### src/hdl/jsu_pkg.sv
// Shared types and constants of the JSON string unescaper.
// Holds the decoder state record, the result record and the status codes.
// No dependencies.
package jsu_pkg;

    // Decoded length limit: register width and saturating counter width.
    localparam int LEN_W     = 24;
    localparam int LEN_CNT_W = LEN_W + 1;
    localparam int CFG_W     = 24;
    localparam logic [CFG_W-1:0] MAX_RESET_CFG = 24'h100000;

    // Results one input byte can cause at most (seven are ever used).
    localparam int RES_DEPTH = 8;
    localparam int RES_IDX_W = $clog2(RES_DEPTH);

    localparam logic [2:0] ST_RUNNING  = 3'd0;
    localparam logic [2:0] ST_CLOSED   = 3'd1;
    localparam logic [2:0] ST_TRUNC    = 3'd2;
    localparam logic [2:0] ST_BAD_UNI  = 3'd3;
    localparam logic [2:0] ST_BAD_ESC  = 3'd4;
    localparam logic [2:0] ST_CTRL     = 3'd5;
    localparam logic [2:0] ST_TOO_LONG = 3'd6;

    typedef enum logic [3:0] {
        MODE_IDLE = 4'b0001,
        MODE_BODY = 4'b0010,
        MODE_ESC  = 4'b0100,
        MODE_HEX  = 4'b1000
    } mode_t;

    typedef struct packed {
        mode_t                mode;
        logic [11:0]          acc;     // hex digits gathered so far
        logic [1:0]           cnt;     // number of hex digits gathered
        logic                 pend;    // high surrogate waiting for its partner
        logic [9:0]           saved;   // payload bits of that high surrogate
        logic [LEN_CNT_W-1:0] len;     // decoded length, saturating
    } state_t;

    typedef struct packed {
        logic [7:0] data;
        logic       valid;
        logic       done;
        logic [2:0] status;
    } res_t;

endpackage

### src/hdl/jsu_decode.sv
// Single-pass decode step of the JSON string unescaper.
// Maps one input byte and the current state to its result list and next state.
// Depends on jsu_pkg.
module jsu_decode
    import jsu_pkg::*;
(
    input  state_t                     state_cur,
    input  logic [7:0]                 text_byte,
    input  logic                       start_of_string,
    input  logic                       end_of_text,
    input  logic [LEN_W-1:0]           max_len,
    output state_t                     state_next,
    output res_t [RES_DEPTH-1:0]       results,
    output logic [RES_IDX_W-1:0]       res_count
);

    localparam logic [7:0] CH_QUOTE = 8'h22;
    localparam logic [7:0] CH_BSL   = 8'h5c;
    localparam logic [7:0] CH_SLASH = 8'h2f;
    localparam logic [7:0] CH_B     = 8'h62;
    localparam logic [7:0] CH_F     = 8'h66;
    localparam logic [7:0] CH_N     = 8'h6e;
    localparam logic [7:0] CH_R     = 8'h72;
    localparam logic [7:0] CH_T     = 8'h74;
    localparam logic [7:0] CH_U     = 8'h75;
    localparam logic [7:0] CTRL_TOP = 8'h20;
    localparam logic [20:0] CP_REPL  = 21'h00fffd;
    localparam logic [20:0] CP_SUPP  = 21'h010000;

    typedef enum logic [2:0] {
        K_NONE  = 3'b001,
        K_TERM  = 3'b010,
        K_BYTES = 3'b100
    } kind_t;

    typedef struct packed {
        logic [2:0]      n;
        logic [3:0][7:0] b;
    } utf8_t;

    function automatic utf8_t utf8_enc(input logic [20:0] cp);
        utf8_t u;
        u.b = '0;
        if (cp < 21'h80) begin
            u.n    = 3'd1;
            u.b[0] = cp[7:0];
        end else if (cp < 21'h800) begin
            u.n    = 3'd2;
            u.b[0] = {3'b110, cp[10:6]};
            u.b[1] = {2'b10, cp[5:0]};
        end else if (cp < 21'h10000) begin
            u.n    = 3'd3;
            u.b[0] = {4'b1110, cp[15:12]};
            u.b[1] = {2'b10, cp[11:6]};
            u.b[2] = {2'b10, cp[5:0]};
        end else begin
            u.n    = 3'd4;
            u.b[0] = {5'b11110, cp[20:18]};
            u.b[1] = {2'b10, cp[17:12]};
            u.b[2] = {2'b10, cp[11:6]};
            u.b[3] = {2'b10, cp[5:0]};
        end
        return u;
    endfunction

    // Bit 4 flags a valid digit, bits 3:0 hold its value.
    function automatic logic [4:0] hex_val(input logic [7:0] c);
        logic [4:0] h;
        case (c) inside
            [8'h30:8'h39]: h = {1'b1, 4'(c - 8'h30)};
            [8'h61:8'h66]: h = {1'b1, 4'(c - 8'h57)};
            [8'h41:8'h46]: h = {1'b1, 4'(c - 8'h37)};
            default:       h = 5'd0;
        endcase
        return h;
    endfunction

    function automatic logic [LEN_CNT_W-1:0] sat_add(input logic [LEN_CNT_W-1:0] a,
                                                      input logic [2:0] inc);
        logic [LEN_CNT_W:0] sum;
        sum = {1'b0, a} + {{(LEN_CNT_W-2){1'b0}}, inc};
        return sum[LEN_CNT_W] ? {LEN_CNT_W{1'b1}} : sum[LEN_CNT_W-1:0];
    endfunction

    function automatic res_t data_res(input logic [7:0] b);
        res_t r;
        r.data   = b;
        r.valid  = 1'b1;
        r.done   = 1'b0;
        r.status = ST_RUNNING;
        return r;
    endfunction

    function automatic res_t term_res(input logic [2:0] st);
        res_t r;
        r.data   = 8'd0;
        r.valid  = 1'b0;
        r.done   = 1'b1;
        r.status = st;
        return r;
    endfunction

    always_comb
    begin
        state_t               s;
        state_t               nx;
        logic [4:0]           hv;
        logic [15:0]          cp16;
        logic                 is_hi;
        logic                 is_lo;
        logic                 pre_en;
        kind_t                kind;
        logic [2:0]           tstat;
        logic [20:0]          cp;
        logic                 raw;
        logic [7:0]           raw_b;
        utf8_t                u;
        logic [RES_IDX_W-1:0] n;
        logic [LEN_CNT_W-1:0] len;
        logic                 term;
        res_t [RES_DEPTH-1:0] r;

        s = state_cur;
        if (start_of_string)
        begin
            s.mode  = MODE_BODY;
            s.pend  = 1'b0;
            s.acc   = '0;
            s.cnt   = '0;
            s.saved = '0;
            s.len   = '0;
        end

        hv    = hex_val(text_byte);
        cp16  = {s.acc, hv[3:0]};
        is_hi = (cp16[15:10] == 6'b110110);
        is_lo = (cp16[15:10] == 6'b110111);

        nx     = s;
        pre_en = 1'b0;
        kind   = K_NONE;
        tstat  = ST_RUNNING;
        cp     = '0;
        raw    = 1'b0;
        raw_b  = text_byte;

        if (s.mode != MODE_IDLE)
        begin
            if (end_of_text)
            begin
                pre_en = s.pend;
                kind   = K_TERM;
                tstat  = (s.mode == MODE_HEX) ? ST_BAD_UNI : ST_TRUNC;
            end else begin
                case (s.mode)
                    MODE_BODY:
                    begin
                        pre_en = s.pend && (text_byte != CH_BSL);
                        if (text_byte == CH_QUOTE)
                        begin
                            kind  = K_TERM;
                            tstat = ST_CLOSED;
                        end else if (text_byte == CH_BSL)
                        begin
                            nx.mode = MODE_ESC;
                        end else if (text_byte < CTRL_TOP)
                        begin
                            kind  = K_TERM;
                            tstat = ST_CTRL;
                        end else begin
                            kind = K_BYTES;
                            raw  = 1'b1;
                        end
                    end
                    MODE_ESC:
                    begin
                        pre_en  = s.pend && (text_byte != CH_U);
                        nx.mode = MODE_BODY;
                        kind    = K_BYTES;
                        raw     = 1'b1;
                        case (text_byte)
                            CH_QUOTE: raw_b = CH_QUOTE;
                            CH_BSL:   raw_b = CH_BSL;
                            CH_SLASH: raw_b = CH_SLASH;
                            CH_B:     raw_b = 8'h08;
                            CH_F:     raw_b = 8'h0c;
                            CH_N:     raw_b = 8'h0a;
                            CH_R:     raw_b = 8'h0d;
                            CH_T:     raw_b = 8'h09;
                            CH_U:
                            begin
                                nx.mode = MODE_HEX;
                                nx.acc  = '0;
                                nx.cnt  = '0;
                                kind    = K_NONE;
                            end
                            default:
                            begin
                                kind  = K_TERM;
                                tstat = ST_BAD_ESC;
                            end
                        endcase
                    end
                    MODE_HEX:
                    begin
                        if (!hv[4])
                        begin
                            pre_en = s.pend;
                            kind   = K_TERM;
                            tstat  = ST_BAD_UNI;
                        end else if (s.cnt != 2'd3)
                        begin
                            nx.acc = {s.acc[7:0], hv[3:0]};
                            nx.cnt = s.cnt + 2'd1;
                        end else begin
                            nx.mode = MODE_BODY;
                            nx.cnt  = '0;
                            nx.acc  = cp16[11:0];
                            if (s.pend && is_lo)
                            begin
                                // join the pair into one supplementary code point
                                nx.pend = 1'b0;
                                kind    = K_BYTES;
                                cp      = CP_SUPP + {1'b0, s.saved, cp16[9:0]};
                            end else begin
                                pre_en = s.pend;
                                if (is_hi)
                                begin
                                    nx.pend  = 1'b1;
                                    nx.saved = cp16[9:0];
                                end else if (is_lo)
                                begin
                                    kind = K_BYTES;
                                    cp   = CP_REPL;
                                end else begin
                                    kind = K_BYTES;
                                    cp   = {5'd0, cp16};
                                end
                            end
                        end
                    end
                    default:
                    begin
                        nx = s;
                    end
                endcase
            end
        end

        if (pre_en && !(s.mode == MODE_HEX && hv[4] && s.cnt == 2'd3 && is_hi && !end_of_text))
        begin
            nx.pend = 1'b0;
        end

        u = utf8_enc(cp);
        if (raw)
        begin
            u.n    = 3'd1;
            u.b    = '0;
            u.b[0] = raw_b;
        end

        r    = '0;
        n    = '0;
        len  = s.len;
        term = 1'b0;

        // replacement character for an unpaired high surrogate
        if (pre_en)
        begin
            r[0] = data_res(8'hef);
            r[1] = data_res(8'hbf);
            r[2] = data_res(8'hbd);
            n    = RES_IDX_W'(3);
            len  = sat_add(len, 3'd3);
            if (len > {1'b0, max_len})
            begin
                r[3] = term_res(ST_TOO_LONG);
                n    = RES_IDX_W'(4);
                term = 1'b1;
            end
        end

        if (!term)
        begin
            case (kind)
                K_TERM:
                begin
                    r[n] = term_res(tstat);
                    n    = n + RES_IDX_W'(1);
                    term = 1'b1;
                end
                K_BYTES:
                begin
                    for (int i = 0; i < 4; i++)
                    begin
                        if (3'(i) < u.n)
                        begin
                            r[n + RES_IDX_W'(i)] = data_res(u.b[i]);
                        end
                    end
                    n   = n + RES_IDX_W'(u.n);
                    len = sat_add(len, u.n);
                    if (len > {1'b0, max_len})
                    begin
                        r[n] = term_res(ST_TOO_LONG);
                        n    = n + RES_IDX_W'(1);
                        term = 1'b1;
                    end
                end
                default:
                begin
                end
            endcase
        end

        nx.len = len;
        if (term)
        begin
            nx.mode = MODE_IDLE;
            nx.pend = 1'b0;
            nx.acc  = '0;
            nx.cnt  = '0;
        end

        state_next = nx;
        results    = r;
        res_count  = n;
    end

endmodule

### src/hdl/json_string_unescape_top.sv
// Top level of the JSON string unescaper: stream ports, input register,
// decoder state and the result list that drains one output beat per cycle while m_tready is high.
// Depends on jsu_pkg and jsu_decode.
//
// The block takes the body of a JSON string one byte per input beat, the
// first byte flagged by start_of_string. It returns the decoded bytes with
// escapes resolved and \uXXXX escapes written as UTF-8, with surrogate pairs
// joined. A string ends with one result beat that carries string_done and a
// status. m_tlast marks the final result beat of each input beat. An input
// beat that only advances an escape, or that arrives while no string is open,
// yields no output beat at all. An accepted input beat waits in the input
// register until the result list is free, and is then decoded into a result
// list of up to seven beats. The list is registered, and its first beat is
// offered from the result register. The result list drains one beat per
// cycle while m_tready is high, and the next input beat is decoded in the
// cycle the list hands out its final beat. A new input beat is accepted only
// while the input register is empty or its beat is being decoded. The
// length limit may be written at any time the block is idle; cfg_ready is
// always high.
module json_string_unescape_top
    import jsu_pkg::*;
(
    input  logic             clk,
    input  logic             rst_n,
    // input stream
    input  logic             s_tvalid,
    output logic             s_tready,
    input  logic [7:0]       s_tdata,     // [7:0] text_byte
    input  logic [1:0]       s_tuser,     // [0] start_of_string, [1] end_of_text
    // output stream
    output logic             m_tvalid,
    input  logic             m_tready,
    output logic [7:0]       m_tdata,     // [7:0] decoded_byte
    output logic [4:0]       m_tuser,     // [0] byte_valid, [1] string_done, [4:2] status
    output logic             m_tlast,     // last result caused by one input beat
    // length limit register
    input  logic             cfg_valid,
    output logic             cfg_ready,
    input  logic [CFG_W-1:0] cfg_data
);

    logic                 in_valid_reg;
    logic [7:0]           in_byte_reg;
    logic                 in_sos_reg;
    logic                 in_eot_reg;

    state_t               state_reg;
    state_t               state_next;
    logic [LEN_W-1:0]     max_len_reg;

    res_t [RES_DEPTH-1:0] res_reg;
    res_t [RES_DEPTH-1:0] res_next;
    logic [RES_IDX_W-1:0] rem_reg;
    logic [RES_IDX_W-1:0] idx_reg;
    logic [RES_IDX_W-1:0] res_count;

    logic                 out_fire;
    logic                 list_free;
    logic                 consume;
    res_t                 head;

    jsu_decode u_decode (
        .state_cur       (state_reg),
        .text_byte       (in_byte_reg),
        .start_of_string (in_sos_reg),
        .end_of_text     (in_eot_reg),
        .max_len         (max_len_reg),
        .state_next      (state_next),
        .results         (res_next),
        .res_count       (res_count)
    );

    // Decode the held beat once the list is empty or handing out its last beat.
    assign out_fire  = m_tvalid && m_tready;
    assign list_free = (rem_reg == '0) || ((rem_reg == RES_IDX_W'(1)) && m_tready);
    assign consume   = in_valid_reg && list_free;
    assign s_tready  = !in_valid_reg || consume;
    assign cfg_ready = 1'b1;

    assign head     = res_reg[idx_reg];
    assign m_tvalid = (rem_reg != '0);
    assign m_tlast  = (rem_reg == RES_IDX_W'(1));
    assign m_tdata  = head.data;
    assign m_tuser  = {head.status, head.done, head.valid};

    // Input register: hold the beat until the decoder takes it.
    always_ff @(posedge clk or negedge rst_n)
    begin
        if (!rst_n)
        begin
            in_valid_reg <= 1'b0;
        end else if (s_tvalid && s_tready)
        begin
            in_valid_reg <= 1'b1;
        end else if (consume)
        begin
            in_valid_reg <= 1'b0;
        end
    end

    always_ff @(posedge clk)
    begin
        if (s_tvalid && s_tready)
        begin
            in_byte_reg <= s_tdata;
            in_sos_reg  <= s_tuser[0];
            in_eot_reg  <= s_tuser[1];
        end
    end

    // Decoder state and the length limit.
    always_ff @(posedge clk or negedge rst_n)
    begin
        if (!rst_n)
        begin
            state_reg.mode  <= MODE_IDLE;
            state_reg.acc   <= '0;
            state_reg.cnt   <= '0;
            state_reg.pend  <= 1'b0;
            state_reg.saved <= '0;
            state_reg.len   <= '0;
            max_len_reg     <= LEN_W'(MAX_RESET_CFG);
        end else begin
            if (consume)
            begin
                state_reg <= state_next;
            end
            if (cfg_valid && cfg_ready)
            begin
                max_len_reg <= LEN_W'(cfg_data);
            end
        end
    end

    // Result list control: load a fresh list, otherwise advance on each taken beat.
    always_ff @(posedge clk or negedge rst_n)
    begin
        if (!rst_n)
        begin
            rem_reg <= '0;
            idx_reg <= '0;
        end else if (consume)
        begin
            rem_reg <= res_count;
            idx_reg <= '0;
        end else if (out_fire)
        begin
            rem_reg <= rem_reg - RES_IDX_W'(1);
            idx_reg <= idx_reg + RES_IDX_W'(1);
        end
    end

    always_ff @(posedge clk)
    begin
        if (consume)
        begin
            res_reg <= res_next;
        end
    end

endmodule

### config.mk
export PLATFORM = sky130hd
export DESIGN_NAME = json_string_unescape_top
export DESIGN_NICKNAME = d
export VERILOG_FILES = /design/src/hdl/jsu_pkg.sv /design/src/hdl/jsu_decode.sv /design/src/hdl/json_string_unescape_top.sv
export SDC_FILE = /design/constraint.sdc
export NUM_CORES = 1
export LEC_CHECK = 0
export BUFFER_PORTS_ARGS = -buffer_cell sky130_fd_sc_hd__buf_2
export CAP_MARGIN = 30
export CORE_UTILIZATION = 40
export CTS_CLUSTER_SIZE = 8
export DETAILED_ROUTE_END_ITERATION = 7
export SYNTH_ARGS = -nofsm -noshare
export SYNTH_HDL_FRONTEND = slang
export SYNTH_SLANG_ARGS = --single-unit
### constraint.sdc
create_clock -name clk -period 9.5 [get_ports clk]
set_input_delay 1.9 -clock clk [delete_from_list [all_inputs] [get_ports clk]]
set_output_delay 1.9 -clock clk [all_outputs]
set_load 0.01 [all_outputs]
## Yosys cells after proc, flatten, opt, wreduce, memory -nomap -nowiden

Cells that the tools add are included.

| storage, ports and cells | value |
|---|---|
| input port bits | 39 |
| register bits after elaboration | 199 |
| output and inout bits | 17 |

| operators by class | value |
|---|---|
| bitwise operators | 3 |
| eq/ne operators | 22 |
| add/sub/neg operators | 14 |
| reduce and logical (&&, ||, !) cells | 31 |
| mux-type cells | 130 |
| order comparisons | 27 |

Operator list:

| operator | number |
|---|---|
| $mux 104 | 13 |
| $bwmux 104 | 5 |
| $pmux 104 s2 | 1 |
| $demux 13 s3 | 5 |
| $mux 54 | 3 |
| $mux 21 | 6 |
| $mux 25 | 5 |
| $mux 52 | 2 |
| $and 80x80->80 | 1 |
| $not 80->80 | 1 |
| $mux 13 | 6 |
| $mux 3 | 26 |
| $mux 16 | 4 |
| $pmux 8 s8 | 1 |
| $eq 8x7->1 const B | 7 |
| $gt 25x24->1 | 2 |
| $mux 8 | 5 |
| $bmux 13 s3 | 1 |
| $mux 35 | 1 |
| $mux 11 | 3 |
| $mux 29 | 1 |
| $pmux 14 s2 | 1 |
| $add 25x2->26 const B | 1 |
| $add 25x3->26 | 1 |
| other kinds (55) | 125 |

## Depth between registers and ports, before layout

Gate-level depths: netlist of run 1.

| logic depth | value |
|---|---|
| word-level depth | 38 |
| mapped depth | 41 |
| gate-level depth less buffers | 35 |

## Modules after synthesis

A second synthesis of run 1 with hierarchy kept.

| second synthesis, totals | value |
|---|---|
| cell total of the unflattened synthesis | 1562 |
| area total of the unflattened synthesis | 14971.9 µm² |

Modules (own cells, without submodules):

| module | sequential area each (µm²) | cells an instance | area each (µm²) | instances |
|---|---|---|---|---|
| json_string_unescape_top | 5552.8 | 367 | 7578.5 | 1 |
| jsu_decode | 0.0 | 1195 | 7393.3 | 1 |

## Least setup slack after synthesis of run 1

Ideal clock, no wire load.

| path | value |
|---|---|
| path type | register -> register |
| start point | register in_sos_reg |
| end point | register state_reg[41] (netlist bit) |
| period minus slack after synthesis | 8237 ps |
| slack | 1263 ps |
| path buffers | 10 |
| arrival | 8154 ps |
| cell stages (with the launch flop) | 42 |
| library setup time | 83 ps |
| path through | edfxtp_1 -> buf_2 -> buf_2 -> buf_2 -> buf_1 -> clkbuf_1 -> clkbuf_1 -> nor2_1 -> ha_1 -> clkbuf_1 -> o2111a_1 -> o2111ai_1 -> and4_1 -> o21ai_0 -> nand2b_1 -> or3b_2 -> clkbuf_1 -> nand2_1 -> [6 not listed] -> nor2_1 -> nand3_1 -> clkbuf_1 -> nand2_1 -> ha_1 -> a21o_1 -> a21oi_1 -> nor2b_1 -> o21ai_0 -> nand2b_1 -> a21oi_1 -> a21boi_0 -> o21ai_0 -> nor2b_1 -> a31oi_4 -> o41a_1 -> buf_2 -> o22ai_1 |

| on the way | value |
|---|---|
| longest elaborated chain between the ends | 22 |

Ends and longest elaborated chain:

| item | line | RTL |
|---|---|---|
| start, declared | json_string_unescape_top.sv:44 | `logic in_sos_reg;` |
| start signal, assigned | json_string_unescape_top.sv:106 | `in_sos_reg <= s_tuser[0];` |
| $mux 54 * | jsu_decode.sv:124 | `if (start_of_string)` |
| parallel branches: the longest is 20 deep, another holds $add 17x20->21 | n/a |  |
| $mux 19 * | jsu_decode.sv:318 | `if (term)` |
| end signal, assigned | json_string_unescape_top.sv:126 | `state_reg <= state_next;` |
| end, declared | json_string_unescape_top.sv:47 | `state_t state_reg;` |

Mark *: on every way between the ends.
A chain may end at the register's enable or synchronous reset.

## Worst setup path after layout of run 1

| path | value |
|---|---|
| start point | register in_byte_reg[0] |
| end point | register state_reg[44] (netlist bit) |

| on the way | value |
|---|---|
| longest elaborated chain between the ends | 25 |

Ends and longest elaborated chain:

| item | line | RTL |
|---|---|---|
| start, declared | json_string_unescape_top.sv:43 | `logic [7:0] in_byte_reg;` |
| start signal, assigned | json_string_unescape_top.sv:105 | `in_byte_reg <= s_tdata;` |
| parallel branches: the longest is 24 deep, another holds $add 17x20->21 | n/a |  |
| $mux 19 * | jsu_decode.sv:318 |  |

Marked as above.

==> results of run 1 <==
==> report_power, final <==
| group | total, mW | internal [mW] | switching [mW] |
|---|---|---|---|
| clock network | 0.752 | 0.383 | 0.370 |
| logic | 0.953 | 0.349 | 0.604 |
| registers | 1.18 | 1.05 | 0.131 |
| total | 2.89 | 1.78 | 1.11 |
==> what timing repair did <==
action                                  4_1_cts  5_1_grt
hold buffers                                  0        0
resized for setup                             0        2
setup buffers                                 0        0
hold endpoints to repair                      0        0
endpoints found under the setup margin        0       26
==> layout make-up <==
type,count,area (um^2),share of cell area (%)
Antenna cell,1,2.50,0.0173
Clock buffer,17,425,2.94
Clock inverter,15,194,1.34
Inverter,68,258,1.78
Multi-Input combinational cell,1195,7510,51.9
Sequential cell,183,5070,35.1
Tap cell,435,544,3.76
Timing Repair Buffer,78,453,3.13
==> cell usage in the layout (no fill, tap or decap), types with 43 or more instances in the layout <==
master      n
a21oi_1    90
buf_2      53
dfrtp_1    83
edfxtp_1   98
ha_1       65
inv_1      66
nand2_1   238
nand3_1    43
nor2_1    132
o21ai_0   143
==> worst min-delay path by stage <==
stage | end | depth (start not counted) | start | slack (ps)
after floorplan | state_reg[27]$_DFFE_PN0P_ | 2 | state_reg[27]$_DFFE_PN0P_ | 440
after global placement | state_reg[25]$_DFFE_PN0P_ | 2 | state_reg[25]$_DFFE_PN0P_ | 480
after detailed placement | state_reg[25]$_DFFE_PN0P_ | 2 | state_reg[25]$_DFFE_PN0P_ | 480
after CTS | state_reg[25]$_DFFE_PN0P_ | 2 | state_reg[25]$_DFFE_PN0P_ | 500
after global routing | state_reg[37]$_DFFE_PN0P_ | 2 | state_reg[37]$_DFFE_PN0P_ | 550
final | state_reg[25]$_DFFE_PN0P_ | 2 | state_reg[25]$_DFFE_PN0P_ | 500
==> worst reg2reg max path, delay by kind of cell, from the launching register on <==
family	cells	cell delay [ps]
fa+ha+maj	4	1200
xor+xnor	1	160
buf+inv	3	290
simple gates	12	3250
compound gates	15	3320
flops	1	520
==> per-stage QoR <==
step	utilization, %	setup WS [ps]	area [um^2]	hold slack, ps	std cells
finish	45.4	643	14500	498	1992
global route	45.4	2.00	14500	550	1991
CTS	45.3	537	14500	500	1991
detailed placement	43.4	642	13800	484	1959
global placement	43.4	897	13800	475	1959
floorplan	-	1260	13200	445	1525
==> logic make-up (layout without fill, tap and decap cells) <==
logic type      Yosys count  after routing  share of synthesized area [%]
flops                   183            183                           38.7
buf+inv                 147            178                           4.49
xor+xnor                 40             40                           2.68
simple gates            609            609                           22.6
fa+ha+maj                67             67                           6.52
other cells               2             22                         0.0573
mux                      40             40                           4.62
compound gates          418            418                           20.3
==> routing by layer <==
metal  global-route usage (%)  share of wire (%)  vias up
li1                         -                  -     5568
met1                     34.7                 46     5691
met2                     37.0                 44      499
met3                     5.00                8.0       56
met4                     8.17                2.2        2
met5                        0              0.033        -
==> impl_metrics.toml, run 1 <==
[floorplan]
start_util_pct = 41.1
coreArea_um2 = 31900
die_w_um = 183
core.rowCount = 65
ios = 56
dieHeight_um = 183
die_area_um2 = 33500

[setup_path]
crit_cells = 35
cpPeakStageDelay_ps = 600
worstSetupEndpoint = "state_reg[44]$_DFFE_PN0P_"
r2r_end = "state_reg[44]$_DFFE_PN0P_"
critPathLaunch = "in_byte_reg[0]$_DFFE_PP_"
cp-end-kind = "register"
cp_num_buf_inv = 3
worstPathMaxFanout = 10
rr_worst_depth = 35
cp.arrival_ps = 9230
reg2reg_slack_ps = 640
r2r_start = "in_byte_reg[0]$_DFFE_PP_"
crit_family = "compound AO/OA/AOI/OAI gates"
cpMaxStageDelayCell = "or3b_2"
crit_type = "reg -> reg"
cp.required_ps = 9870
startpoint_type = "register"

[power_and_ir_drop]
powerDensity_nw_per_um2 = 199
leakage_nw = 5.67
ir_drop_v = 0.000131
finalPower_mw = 2.89

[clock_network]
clk_latency_ps = 460
path_clk_slew_ps = 80
cts_tree = "yes"
clockBufferDepth = 2
cts.sinks = 183
cts_buffers = 17
htreeDepth = 4
root_buffer = "clkbuf_16"

[timing]
max_freq_mhz = 113
fin_skew_ps = 16.4
tightestPinTransition_ps = 1020
rsz0062_at_grt = "no"
slew_headroom_pct = 31.5
fin_crit_ps = 8860
finalSetupTns_ps = 0
fin_crit_sh_pct = 93.2
finalHoldViolCount = 0
drv_slew = 0
setup_violations = 0

[cells_and_area]
largest_reg_flops = 88
final_nets = 1649
n_fill_cell = 3171
area_growth_pct = 10.4
drive_above_1_share_pct = 11.6

[placed_design]
io_buffers = 54
gp_congestion = 0.919
hpwl_um = 29800

[flow_run]
cap_violations = 0

[synth]
ys_seq_area_share_pct = 38.7
synth_top_area_share_pct = 22.5
synth-seq-cells = 183
syn_inst = 1506
synthTopCellsByArea = "edfxtp_1, dfrtp_1, nand2_1"
yosys.area.top_type = "edfxtp_1"
synthesis.area_um2 = 13100
synth-edff-count = 98
yosysWarnings = 0
yosys.cell_count.top_type = "nand2_1"
syn_avg_cell_area_um2 = 8.70
ys_async_sr_fraction_pct = 46.4
synth.top_cells.by_count = "nand2_1, o21ai_0, nor2_1"
ys_types = 97
synth-main-ff-cell = "edfxtp_1"

[route]
drt_wl_total_um = 39800
vias = 11800
first_pass_iters = 8
viasPerCell = 5.93
drtIter0Drc = 1300
detail-route-antenna-nets = 0
drc_errors = 0
wl_per_cell_um = 20.0

[grt]
grt_max_degree = 64
overflow = 0
grtUsageTotal_pct = 24.5
grt_pass1_vias = 11300
grt_pass1_wl_um = 63400
antenna_found_initial = 3

[worst_hold_path]
hold_class = "reg -> reg"

[run_status]
outcome = "finished, final reports clean"
Note: power is estimated with default switching activity, not from simulation.
==> run 2: changes to the inputs <==
--- a/config.mk
+++ b/config.mk
@@ -5,6 +5,8 @@
 export SDC_FILE = /design/constraint.sdc
 export NUM_CORES = 1
 export LEC_CHECK = 0
+export ABC_AREA = 1
+export ABC_CLOCK_PERIOD_IN_PS = 9500
 export BUFFER_PORTS_ARGS = -buffer_cell sky130_fd_sc_hd__buf_2
 export CAP_MARGIN = 30
 export CORE_UTILIZATION = 40
==> run 2 against run 1 <==
Largest power group is now combinational logic. Critical path depth up 12. Worst setup slack better by 220 ps. Non-clock buffer count down 14. Sequential power about the same.
==> impl_metrics.toml, run 2 <==
[setup_path]
startpoint_type = "register"
rr_worst_depth = 47
crit_type = "reg -> reg"
cp.required_ps = 9890
cp-end-kind = "register"
cpPeakStageDelay_ps = 570
crit_path_frequent_cell = "nand2_1"
cpMaxStageDelayCell = "nand3_1"
cp.arrival_ps = 9030
worstPathMaxFanout = 27

[synth]
yosys.cell_count.top_type = "nand2_1"
ys_async_sr_fraction_pct = 46.4
yosys.area.top_type = "edfxtp_1"
ys_seq_area_share_pct = 36.4
synth.top_cells.by_count = "nand2_1, inv_1, nor2_1"
ys_types = 66
yosysWarnings = 0
synth-main-ff-cell = "edfxtp_1"
synth_top_area_share_pct = 21.1
synth-edff-count = 98
synth-seq-cells = 183
syn_avg_cell_area_um2 = 7.13
synthesis.area_um2 = 13900
synthTopCellsByArea = "edfxtp_1, dfrtp_1, nand2_1"
syn_inst = 1954

[timing]
fin_skew_ps = 17.6
finalSetupTns_ps = 0
fin_crit_sh_pct = 90.9
drv_slew = 0
setup_violations = 0
slew_headroom_pct = 35.8
tightestPinTransition_ps = 963
finalHoldViolCount = 0
max_freq_mhz = 116
fin_crit_ps = 8640
setup_slack_ps = 862
rsz0062_at_grt = "no"

[power_and_ir_drop]
power.share.sequential_pct = 35.2
p_clk_share_pct = 20.4
sw_frac_of_total_pct = 44.9
p_comb_share_pct = 44.4
power_switching_mw = 1.51
powerDensity_nw_per_um2 = 222
ir_drop_v = 0.000146
intPower_mw = 1.85
leakage_nw = 6.78

[clock_network]
cts.sinks = 183
cts_resized = 0
root_buffer = "clkbuf_16"
cts_tree = "yes"
path_clk_slew_ps = 70
cts_buffers = 17
clk_latency_ps = 460
postCtsSetupBuffers = 0
cts-hold-fix-buffers = 0
clockBufferDepth = 2
htreeDepth = 4

[floorplan]
ios = 56
core.rowCount = 67
dieHeight_um = 189
die_w_um = 189
start_util_pct = 41.1
die_area_um2 = 35600
coreArea_um2 = 33900

[route]
drc_errors = 0
drtIter0Drc = 1288
first_pass_iters = 7
viasPerCell = 5.45
drt_wl_total_um = 44400
vias = 13400
wl_per_cell_um = 18.1
detail-route-antenna-nets = 0

[cells_and_area]
area_growth_pct = 8.66
final_nets = 2101
seqCellArea_um2 = 5070
drive_above_1_share_pct = 9.31
diodes = 0
final_common_cell = "nand2_1"
n_fill_cell = 3553
multi_input_area_um2 = 7650
final_cell_mix = "nand2_1, inv_1, nor2_1, o21ai_0, nand3_1"
largest_reg_flops = 88

[grt]
grtUsageTotal_pct = 25.2
grt_pass1_wl_um = 70100
grt_max_degree = 85
antenna_found_initial = 0
overflow = 0
grt_pass1_vias = 12500

[placed_design]
io_buffers = 54
hpwl_um = 33200
pre_cts_slack_ps = 974
gp_congestion = 0.962

[worst_hold_path]
hold_class = "reg -> reg"
hold_depth = 2

[run_status]
outcome = "finished, final reports clean"

[flow_run]
cap_violations = 0
[run 2: cell types whose count changed after synthesis, moves of 15 or more]
cell      before  now
nor2b_1       34    0
nand2_1      239  537
a31oi_1       25    5
inv_1         66  241
nand3_1       43  128
mux2i_1       20    0
nand2b_1      15    0
mux4_2        16    0
nor2_1       133  229
xnor2_1       27    1
nor2_2         3   22
[run 2: cell families (layout without fill, tap and decap cells)]
family | after synthesis | after routing | synth area share (%)
AND/OR/NAND/NOR | 1029 | 1029 | 32.6
AO/OA/AOI/OAI | 346 | 346 | 14.8
buffers and inverters | 316 | 351 | 9.31
flip-flops | 183 | 183 | 36.4
adder cells (fa/ha/maj) | 67 | 67 | 6.13
XOR/XNOR | 10 | 10 | 0.683
other | 2 | 21 | 0.0539
multiplexers | 1 | 1 | 0.0808
[run 2: final cells by class]
class	instances	area share (%)
multi-input cells	1474	50.6
flip-flops and latches	183	33.5
inverters	255	6.37
well taps	448	3.70
clock buffers	18	2.84
repair buffers	64	2.30
clock inverters	14	0.719
[run 2: metal layers]
layer	GRT usage [%]	wire (um)	vias to the layer above
met2	41.6	21000	413
li1	-	-	6558
met3	2.51	2110	53
met1	34.7	20300	6371
met4	8.10	1010	0
met5	0	0	-
[run 2: power groups by stage]
stage	clock [mW]	sequential, mW	combinational, mW
floorplan	0	1.17	1.04
detailed placement	0	1.20	1.49
global route	0.727	1.20	1.66
global placement	0	1.20	1.48
CTS	0.700	1.18	1.49
finish	0.685	1.18	1.49
[run 2: critical path, delay by kind of cell (launching register included)]
family                   cells  cell delay, ps
buffers and inverters        6             910
AND/OR/NAND/NOR             32            5490
flip-flops                   1             470
adder cells (fa/ha/maj)      3             830
AO/OA/AOI/OAI                6             840
[run 2: metrics by stage]
| step | util (%) | total power [mW] | area (um^2) | hold slack (ps) | instances |
|---|---|---|---|---|---|
| floorplan | - | 2.21 | 14000 | 449 | 1973 |
| detailed placement | 43.1 | 2.69 | 14600 | 473 | 2424 |
| global placement | 43.1 | 2.67 | 14600 | 467 | 2424 |
| global route | 44.7 | 3.59 | 15100 | 502 | 2456 |
| CTS | 44.7 | 3.37 | 15100 | 490 | 2456 |
| finish | 44.7 | 3.36 | 15100 | 489 | 2456 |
[run 2: path summary, 6_finish.rpt]
kind / from / to / slack, ps
setup / recovery: in_byte_reg[0]$_DFFE_PP_ / state_reg[52]$_DFFE_PN0P_ / 860
hold / removal: state_reg[23]$_DFFE_PN0P_ / state_reg[23]$_DFFE_PN0P_ / 490
setup reg to reg: in_byte_reg[0]$_DFFE_PP_ / state_reg[52]$_DFFE_PN0P_ / 860
hold reg to reg: state_reg[23]$_DFFE_PN0P_ / state_reg[23]$_DFFE_PN0P_ / 490
max in group asynchronous: rst_n / state_reg[28]$_DFFE_PN0P_ / 6970
min in group asynchronous: rst_n / max_len_reg[15]$_DFFE_PN0P_ / 1440
